`config.mk`:
```
export PLATFORM = sky130hd
export DESIGN_NAME = swd_host_transfer_engine_unit
export DESIGN_NICKNAME = d
export VERILOG_FILES = /design/src/rtl/swdh_pkg.sv /design/src/rtl/swdh_core.sv /design/src/rtl/swdh_out_reg.sv /design/src/rtl/swd_host_transfer_engine_unit.sv
export SDC_FILE = /design/constraint.sdc
export NUM_CORES = 1
export LEC_CHECK = 0
export BUFFER_PORTS_ARGS = -buffer_cell sky130_fd_sc_hd__buf_2
export CAP_MARGIN = 0
export CORE_ASPECT_RATIO = 0.7
export CORE_MARGIN = 10
export CORE_UTILIZATION = 35
export DETAILED_ROUTE_END_ITERATION = 12
export SETUP_SLACK_MARGIN = 0.4
export SYNTH_ARGS = -nofsm -noshare
export SYNTH_HDL_FRONTEND = slang
export SYNTH_HIERARCHICAL = 1
export SYNTH_SLANG_ARGS = --single-unit
```
`constraint.sdc`:
```
create_clock -name i_clk -period 4.4 [get_ports i_clk]
set_input_delay 0.88 -clock i_clk [delete_from_list [all_inputs] [get_ports i_clk]]
set_output_delay 0.88 -clock i_clk [all_outputs]
set_load 0.005 [all_outputs]
```
`src/rtl/swdh_pkg.sv`:
```
`timescale 1ns / 1ps

package swdh_pkg;

    // Width of the retry limit register and its value after reset.
    localparam int unsigned RETRY_W     = 7;
    localparam logic [RETRY_W-1:0] RETRY_RESET = 7'd100;
    localparam logic [RETRY_W-1:0] ATTEMPT_MAX = 7'd127;

    // The request bit that marks a read transfer.
    localparam int unsigned READ_BIT = 2;

    // Acknowledge code that asks the host to try again.
    localparam logic [2:0] ACK_WAIT = 3'd2;
    localparam logic [2:0] ACK_OK   = 3'd1;

    // Status codes reported with a finished transfer.
    localparam logic [1:0] STATUS_OK      = 2'd0;
    localparam logic [1:0] STATUS_ACK_ERR = 2'd1;
    localparam logic [1:0] STATUS_INVALID = 2'd2;

    typedef struct packed {
        logic        line_out;
        logic        line_drive;
        logic        busy_res;
        logic        done_res;
        logic [2:0]  ack_code;
        logic [31:0] read_data;
        logic        parity_ok;
        logic [1:0]  status;
    } t_result;

endpackage

```
`src/rtl/swdh_core.sv`:
```
`timescale 1ns / 1ps

module swdh_core (
    input  logic                            i_clk,
    input  logic                            i_rst_n,
    input  logic                            i_accept,
    input  logic                            i_action,
    input  logic [7:0]                      i_request,
    input  logic [31:0]                     i_write_data,
    input  logic                            i_line_in,
    input  logic                            i_cfg_we,
    input  logic [swdh_pkg::RETRY_W-1:0]    i_cfg_data,
    output swdh_pkg::t_result               o_result
);
    import swdh_pkg::*;

    localparam logic [3:0] PH_IDLE      = 4'd0;
    localparam logic [3:0] PH_REQ       = 4'd1;
    localparam logic [3:0] PH_TRN_IN    = 4'd2;
    localparam logic [3:0] PH_ACK       = 4'd3;
    localparam logic [3:0] PH_TRN_RETRY = 4'd4;
    localparam logic [3:0] PH_RDATA     = 4'd5;
    localparam logic [3:0] PH_RPAR      = 4'd6;
    localparam logic [3:0] PH_TRN_END   = 4'd7;
    localparam logic [3:0] PH_TRN_PRE   = 4'd8;
    localparam logic [3:0] PH_WDATA     = 4'd9;
    localparam logic [3:0] PH_WPAR      = 4'd10;

    logic [RETRY_W-1:0] r_retry_limit;
    logic [3:0]         r_phase,   n_phase;
    logic [5:0]         r_bit_idx, n_bit_idx;
    logic [RETRY_W-1:0] r_attempt, n_attempt;
    logic [7:0]         r_request, n_request;
    logic [31:0]        r_shift,   n_shift;
    logic [2:0]         r_ack,     n_ack;
    logic               r_parity,  n_parity;

    logic [RETRY_W-1:0] limit;
    logic [2:0]         ack_new;
    logic               is_read;
    logic               lout, drive, done, pok;
    logic [31:0]        rdata;
    logic [1:0]         status;

    assign limit   = (r_retry_limit == '0) ? RETRY_W'(1) : r_retry_limit;
    assign is_read = r_request[READ_BIT];
    assign ack_new = r_ack | (3'({2'b00, i_line_in} << r_bit_idx[1:0]));

    always_comb begin
        n_phase   = r_phase;
        n_bit_idx = r_bit_idx;
        n_attempt = r_attempt;
        n_request = r_request;
        n_shift   = r_shift;
        n_ack     = r_ack;
        n_parity  = r_parity;
        lout      = 1'b0;
        drive     = 1'b0;
        done      = 1'b0;
        pok       = 1'b0;
        rdata     = '0;
        status    = STATUS_OK;

        if (i_action) begin
            if (r_phase == PH_IDLE) begin
                if (i_request == 8'd0) begin
                    done   = 1'b1;
                    status = STATUS_INVALID;
                end else begin
                    n_request = i_request;
                    n_shift   = i_write_data;
                    n_attempt = '0;
                    n_bit_idx = '0;
                    n_parity  = 1'b0;
                    n_phase   = PH_REQ;
                end
            end
        end else begin
            case (r_phase)
                PH_IDLE: begin
                end
                PH_REQ: begin
                    drive     = 1'b1;
                    lout      = r_request[r_bit_idx[2:0]];
                    n_bit_idx = r_bit_idx + 6'd1;
                    if (r_bit_idx == 6'd7) begin
                        n_bit_idx = '0;
                        n_phase   = PH_TRN_IN;
                    end
                end
                PH_TRN_IN: begin
                    n_phase   = PH_ACK;
                    n_bit_idx = '0;
                    n_ack     = '0;
                end
                PH_ACK: begin
                    n_ack     = ack_new;
                    n_bit_idx = r_bit_idx + 6'd1;
                    if (r_bit_idx >= 6'd2) begin
                        n_bit_idx = '0;
                        if (r_attempt < ATTEMPT_MAX) begin
                            n_attempt = r_attempt + RETRY_W'(1);
                        end
                        if (ack_new == ACK_WAIT) begin
                            n_phase = PH_TRN_RETRY;
                        end else if (is_read) begin
                            n_phase  = PH_RDATA;
                            n_shift  = '0;
                            n_parity = 1'b0;
                        end else begin
                            n_phase = PH_TRN_PRE;
                        end
                    end
                end
                PH_TRN_RETRY: begin
                    drive = 1'b1;
                    n_bit_idx = '0;
                    if (r_attempt < limit) begin
                        n_phase = PH_REQ;
                    end else if (is_read) begin
                        n_phase  = PH_RDATA;
                        n_shift  = '0;
                        n_parity = 1'b0;
                    end else begin
                        n_phase = PH_TRN_PRE;
                    end
                end
                PH_RDATA: begin
                    n_shift   = {i_line_in, r_shift[31:1]};
                    n_parity  = r_parity ^ i_line_in;
                    n_bit_idx = r_bit_idx + 6'd1;
                    if (r_bit_idx >= 6'd31) begin
                        n_bit_idx = '0;
                        n_phase   = PH_RPAR;
                    end
                end
                PH_RPAR: begin
                    n_parity = r_parity ^ i_line_in;
                    n_phase  = PH_TRN_END;
                end
                PH_TRN_END: begin
                    drive   = 1'b1;
                    done    = 1'b1;
                    rdata   = r_shift;
                    pok     = ~r_parity;
                    status  = (r_ack > ACK_OK) ? STATUS_ACK_ERR : STATUS_OK;
                    n_phase = PH_IDLE;
                end
                PH_TRN_PRE: begin
                    drive     = 1'b1;
                    n_parity  = 1'b0;
                    n_bit_idx = '0;
                    n_phase   = PH_WDATA;
                end
                PH_WDATA: begin
                    drive     = 1'b1;
                    lout      = r_shift[0];
                    n_parity  = r_parity ^ r_shift[0];
                    n_shift   = {1'b0, r_shift[31:1]};
                    n_bit_idx = r_bit_idx + 6'd1;
                    if (r_bit_idx >= 6'd31) begin
                        n_bit_idx = '0;
                        n_phase   = PH_WPAR;
                    end
                end
                PH_WPAR: begin
                    drive   = 1'b1;
                    lout    = r_parity;
                    done    = 1'b1;
                    status  = (r_ack > ACK_OK) ? STATUS_ACK_ERR : STATUS_OK;
                    n_phase = PH_IDLE;
                end
                default: begin
                    n_phase = PH_IDLE;
                end
            endcase
        end
    end

    always_comb begin
        o_result.line_out   = lout;
        o_result.line_drive = drive;
        o_result.busy_res   = (n_phase != PH_IDLE);
        o_result.done_res   = done;
        o_result.ack_code   = n_ack;
        o_result.read_data  = rdata;
        o_result.parity_ok  = pok;
        o_result.status     = status;
    end

    always_ff @(posedge i_clk) begin
        if (!i_rst_n) begin
            r_retry_limit <= RETRY_RESET;
            r_phase       <= PH_IDLE;
            r_bit_idx     <= '0;
            r_attempt     <= '0;
            r_request     <= '0;
            r_shift       <= '0;
            r_ack         <= '0;
            r_parity      <= 1'b0;
        end else begin
            if (i_cfg_we) begin
                r_retry_limit <= i_cfg_data;
            end
            if (i_accept) begin
                r_phase   <= n_phase;
                r_bit_idx <= n_bit_idx;
                r_attempt <= n_attempt;
                r_request <= n_request;
                r_shift   <= n_shift;
                r_ack     <= n_ack;
                r_parity  <= n_parity;
            end
        end
    end

endmodule

```
`src/rtl/swdh_out_reg.sv`:
```
`timescale 1ns / 1ps

module swdh_out_reg (
    input  logic              i_clk,
    input  logic              i_rst_n,
    input  logic              i_load,
    input  swdh_pkg::t_result i_result,
    input  logic              i_out_stall,
    output logic              o_out_valid,
    output logic              o_busy,
    output swdh_pkg::t_result o_result
);
    import swdh_pkg::*;

    logic    r_valid;
    t_result r_result;

    // Full and held by the consumer: nothing more may be loaded.
    assign o_busy      = r_valid & i_out_stall;
    assign o_out_valid = r_valid;
    assign o_result    = r_result;

    always_ff @(posedge i_clk) begin
        if (!i_rst_n) begin
            r_valid <= 1'b0;
        end else if (i_load) begin
            r_valid <= 1'b1;
        end else if (!i_out_stall) begin
            r_valid <= 1'b0;
        end
    end

    always_ff @(posedge i_clk) begin
        if (i_load) begin
            r_result <= i_result;
        end
    end

endmodule

```
`src/rtl/swd_host_transfer_engine_unit.sv`:
```
`timescale 1ns / 1ps
// A result beat appears in the cycle after its input beat is accepted.
// Throughput: one input beat per cycle, limited only by stall on the result side,
// which holds the single result register full.
// Reset (synchronous, active low): the engine returns to idle, every state
// register clears, the retry limit becomes 100 and the result register empties.

module swd_host_transfer_engine_unit (
    input  logic                         i_clk,
    input  logic                         i_rst_n,
    // Input channel
    input  logic                         i_in_valid,
    output logic                         o_in_stall,
    input  logic                         i_action,
    input  logic [7:0]                   i_request,
    input  logic [31:0]                  i_write_data,
    input  logic                         i_line_in,
    // Result channel
    output logic                         o_out_valid,
    input  logic                         i_out_stall,
    output logic                         o_line_out,
    output logic                         o_line_drive,
    output logic                         o_busy_res,
    output logic                         o_done_res,
    output logic [2:0]                   o_ack_code,
    output logic [31:0]                  o_read_data,
    output logic                         o_parity_ok,
    output logic [1:0]                   o_status,
    // Retry limit register
    input  logic                         i_cfg_we,
    input  logic [swdh_pkg::RETRY_W-1:0] i_cfg_data
);
    import swdh_pkg::*;

    // An input beat is taken whenever the result register can receive its
    // result: either it is empty or its current beat leaves in this cycle.
    logic    accept;
    logic    out_full;
    t_result step_result;
    t_result held_result;

    assign o_in_stall = out_full;
    assign accept     = i_in_valid & ~out_full;

    // The protocol sequencer: the state registers plus the single-pass step
    // logic that turns one tick or start beat into one result beat.
    swdh_core u_core (
        .i_clk        (i_clk),
        .i_rst_n      (i_rst_n),
        .i_accept     (accept),
        .i_action     (i_action),
        .i_request    (i_request),
        .i_write_data (i_write_data),
        .i_line_in    (i_line_in),
        .i_cfg_we     (i_cfg_we),
        .i_cfg_data   (i_cfg_data),
        .o_result     (step_result)
    );

    // The result register decouples the two channels, so the sequencer keeps
    // stepping while the consumer drains the previous beat.
    swdh_out_reg u_out_reg (
        .i_clk       (i_clk),
        .i_rst_n     (i_rst_n),
        .i_load      (accept),
        .i_result    (step_result),
        .i_out_stall (i_out_stall),
        .o_out_valid (o_out_valid),
        .o_busy      (out_full),
        .o_result    (held_result)
    );

    assign o_line_out   = held_result.line_out;
    assign o_line_drive = held_result.line_drive;
    assign o_busy_res   = held_result.busy_res;
    assign o_done_res   = held_result.done_res;
    assign o_ack_code   = held_result.ack_code;
    assign o_read_data  = held_result.read_data;
    assign o_parity_ok  = held_result.parity_ok;
    assign o_status     = held_result.status;

endmodule

```
==> key figures <==
Global route
  – Pin count of the biggest net entering global routing: 53
  – Number of antenna violations at the first check in global routing: 0
  – Overall track demand over capacity in global routing: 0.134
  – Final global-route overflow total: 0
  – Global-route wire length before repair: between 20 and 25 mm
  – Via count of the first global-routing pass: 4387

Floorplan
  – Number of top-level design ports: 98
  – Area enclosed by the die boundary: 0.0218 mm2
  – Height of the die: 126 um
  – Initial Utilization: 0.361
  – FP Rows: 38
  – Die boundary width: 172 um
  – Std-Cell Core Area: 0.0157 mm2

CTS
  – CTS max path bufs: 2
  – CTS Buf Count: 9
  – Post-CTS sizing: 0
  – Number of buffers added to fix hold violations after cts: 0
  – H-Tree Level Count: 3
  – Number of clock sinks: 111
  – Clock tree from TritonCTS: built
  – Buffer cell driving the clock tree root: sky130_fd_sc_hd__clkbuf_16
  – CTS clock-pin slew for the worst setup and hold paths: approximately 0.070 ns
  – Number of buffers added for setup after CTS: 0
  – Clock latency on the worst-skew pair: around 0.35 ns

Routing
  – DRC violations left: 0
  – First drt pass iteration count: 5
  – Number of vias in the routed layout: 4627
  – Total wire length after detailed routing: 15.1 mm
  – First-iteration detailed-routing DRC count: roughly 450
  – Via/cell ratio: ~5.5
  – Wire per inst: 18.1 um
  – Number of nets with antenna violations after routing: 0

Power
  – Clock network power share: 0.377
  – PnR Total Power: 2.38 mW
  – Internal cell power: about 1.8 mW
  – Switching power as a share of total power: 0.255
  – Net Sw Power: about 610 uW
  – Sequential fraction of design power: 0.497
  – Leakage power figure: ~2.9 nW
  – Worst supply voltage drop on vdd: 0.167 mV
  – Pwr per Cell Area: 366 mW/mm2
  – Proportion of power drawn by combinational gates: 0.126

STA
  – Unrepaired setup endpoints after global routing: false
  – Final-layout setup total negative slack: 0 ns
  – Post-route fraction of the period consumed by the critical path: 0.658
  – Count of endpoints failing hold in the final timing report: 0
  – FMAX: 345 MHz
  – Final Slew Violations: 0
  – Max Clock Skew: 0.0116 ns
  – Worst rel slew slack: 0.341
  – Pin slew with the least headroom to its limit: 0.988 ns
  – Worst-case setup margin in the final layout: 1.50 ns
  – Clock period minus worst slack: 2.90 ns
  – Hold WS: about 0.47 ns
  – Count of endpoints failing setup in the final report: 0

Logic synthesis
  – Cell count after synthesis: 567
  – Syn avg cell area: ~10 um2
  – Netlist area before placement: 0.00567 mm2
  – Distinct cells, synth: 72
  – Post-Synthesis Net Count: about 630
  – Sequential share of the synthesized area: 0.466
  – Number of enable flip-flop cells after synthesis: 42
  – Post-synthesis async set-or-reset flop share: 0
  – Count of warnings emitted by yosys: 6
  – Top flip-flop cell by instance count after synthesis: sky130_fd_sc_hd__dfxtp_1
  – Flop and latch count out of synthesis: 111

Cells and area
  – Filler Cells Inserted: about 1500
  – Storage element area: around 0.0026 mm2
  – Net count reported at finish: 691
  – Area growth from synthesis to final layout: 14.8%
  – Total area of multi-input combinational cells: 0.00271 mm2
  – Final antenna diode count: 0
  – Ratio of cells with drive above 1 in the final layout: 0.222

Setup path
  – Classification of the worst setup path: reg -> reg
  – Crit end category: flop
  – Arrival @ worst endpoint: 3.18 ns
  – Required time worst endpoint: 4.69 ns
  – Max Fanout on Critical Path: 33
  – Startpoint class of the critical path: flop

Hold path
  – Class of the tightest hold or removal check: reg -> reg

Placement
  – Port Buffers: 97
  – Routability congestion estimate: 0.849
  – Post-DP HPWL: 10.4 mm
  – Setup Slack @ Placement: 1.27 ns

Run status
  – Run status: completed

Run
  – Number of max-capacitance violations reported: 0
[placed cells by master (no fill, tap or decap), types with 3 or more instances in the layout]
master and n:
sky130_fd_sc_hd__or3_1 3, sky130_fd_sc_hd__nand3b_1 3, sky130_fd_sc_hd__mux2i_1 7, sky130_fd_sc_hd__nor3_1 6, sky130_fd_sc_hd__nand2b_1 7, sky130_fd_sc_hd__ha_1 8
sky130_fd_sc_hd__a21boi_0 6, sky130_fd_sc_hd__edfxtp_1 42, sky130_fd_sc_hd__nor2b_1 14, sky130_fd_sc_hd__o211a_1 35, sky130_fd_sc_hd__buf_4 6, sky130_fd_sc_hd__and2_1 35
sky130_fd_sc_hd__o211ai_1 4, sky130_fd_sc_hd__nor4_1 3, sky130_fd_sc_hd__nor3b_1 4, sky130_fd_sc_hd__o21a_1 4, sky130_fd_sc_hd__a21boi_1 5, sky130_fd_sc_hd__nor2_1 29
sky130_fd_sc_hd__and3_1 8, sky130_fd_sc_hd__a21oi_1 15, sky130_fd_sc_hd__dfxtp_1 69, sky130_fd_sc_hd__nand2_1 32, sky130_fd_sc_hd__nand4_1 5, sky130_fd_sc_hd__a32oi_1 3
sky130_fd_sc_hd__xor2_1 7, sky130_fd_sc_hd__clkbuf_16 9, sky130_fd_sc_hd__buf_2 97, sky130_fd_sc_hd__nand3_1 54, sky130_fd_sc_hd__o21ai_0 11, sky130_fd_sc_hd__a31oi_1 3
sky130_fd_sc_hd__inv_1 12, sky130_fd_sc_hd__a22oi_1 32
[state kept, by name, summed over array words and instances (netlist names)]
| register | count |
|---|---|
| u_core/r_attempt | 7 |
| u_out_reg/o_out_valid | 1 |
| u_core/r_request | 8 |
| u_out_reg/o_result | 42 |
| u_core/r_bit_idx | 6 |
| u_core/r_retry_limit | 7 |
| u_core/r_ack | 3 |
| u_core/r_phase | 4 |
| u_core/r_shift | 32 |
| u_core/r_parity | 1 |
[layout make-up]
cell class / count / share of cell area
clock buffers: 10 / 0.0367
clock inverters: 6 / 0.0140
inverters: 13 / 0.00750
multi-input cells: 391 / 0.416
flip-flops and latches: 111 / 0.406
well taps: 200 / 0.0384
repair buffers: 103 / 0.0815
[power by group through the flow]
| stage | Sequential [mW] | Combinational [mW] | Clock, mW |
|---|---|---|---|
| 2_1_floorplan | 1.18 | 0.229 | 0 |
| 3_3_place_gp | 1.20 | 0.293 | 0 |
| 3_5_place_dp | 1.21 | 0.299 | 0 |
| 4_1_cts | 1.18 | 0.301 | 0.917 |
| 5_1_grt | 1.19 | 0.334 | 0.959 |
| 6_report | 1.18 | 0.301 | 0.898 |
[kinds of logic after synthesis]
group	synth area share
AO/OA/AOI/OAI	0.199
XOR/XNOR	0.0139
adder cells (fa/ha/maj)	0.0177
buffers and inverters	0.0574
flip-flops	0.466
multiplexers	0.0223
AND/OR/NAND/NOR	0.224
[metrics by stage]
step | area, um2 | utilization | instances
2_1_floorplan | 5670 | - | 567
3_3_place_gp | 6180 | 0.394 | 818
3_5_place_dp | 6180 | 0.394 | 818
4_1_cts | 6510 | 0.415 | 834
5_1_grt | 6510 | 0.415 | 834
6_report | 6510 | 0.415 | 834
[cells in the mapped netlist, drive strengths merged, types with 11 or more instances]
master	count	share of area
nand2	33	0.022
dfxtp	69	0.24
a22oi	32	0.042
clkbuf	30	0.020
o211a	35	0.062
edfxtp	42	0.22
inv	13	0.0086
o21ai	14	0.013
buf	22	0.029
nor2b	15	0.018
a21boi	11	0.015
nor2	29	0.019
nand3	54	0.048
a21oi	15	0.013
and2	37	0.042
[worst max-delay path, cell delays in order (launching register included)]
cell	delay, ns
sky130_fd_sc_hd__dfxtp_1	0.92
sky130_fd_sc_hd__nor4bb_1	0.73
sky130_fd_sc_hd__o311a_4	0.52
sky130_fd_sc_hd__and2_4	0.47
sky130_fd_sc_hd__o211a_1	0.19
[routing by layer]
layer	wire length (um)	vias up	track usage
li1	-	2224	-
met1	7430	2221	0.193
met2	6360	170	0.196
met3	1180	12	0.0363
met4	110	0	0.0278
met5	0	-	0
[worst paths after layout]
| check | from | endpoint | slack [ns] | cells past startpoint |
|---|---|---|---|---|
| max reg2reg | u_core/r_phase[3]$_SDFFE_PN0P_ | u_core/r_shift[18]$_SDFFE_PN0P_ | 1.50 | 4 |
| min reg2reg | u_core/r_request[6]$_SDFFE_PN0P_ | u_core/r_request[6]$_SDFFE_PN0P_ | 0.47 | 2 |
| max | u_core/r_phase[3]$_SDFFE_PN0P_ | u_core/r_shift[18]$_SDFFE_PN0P_ | 1.50 | 4 |
| min | u_core/r_request[6]$_SDFFE_PN0P_ | u_core/r_request[6]$_SDFFE_PN0P_ | 0.47 | 2 |
(Power assumes the default switching activity.)
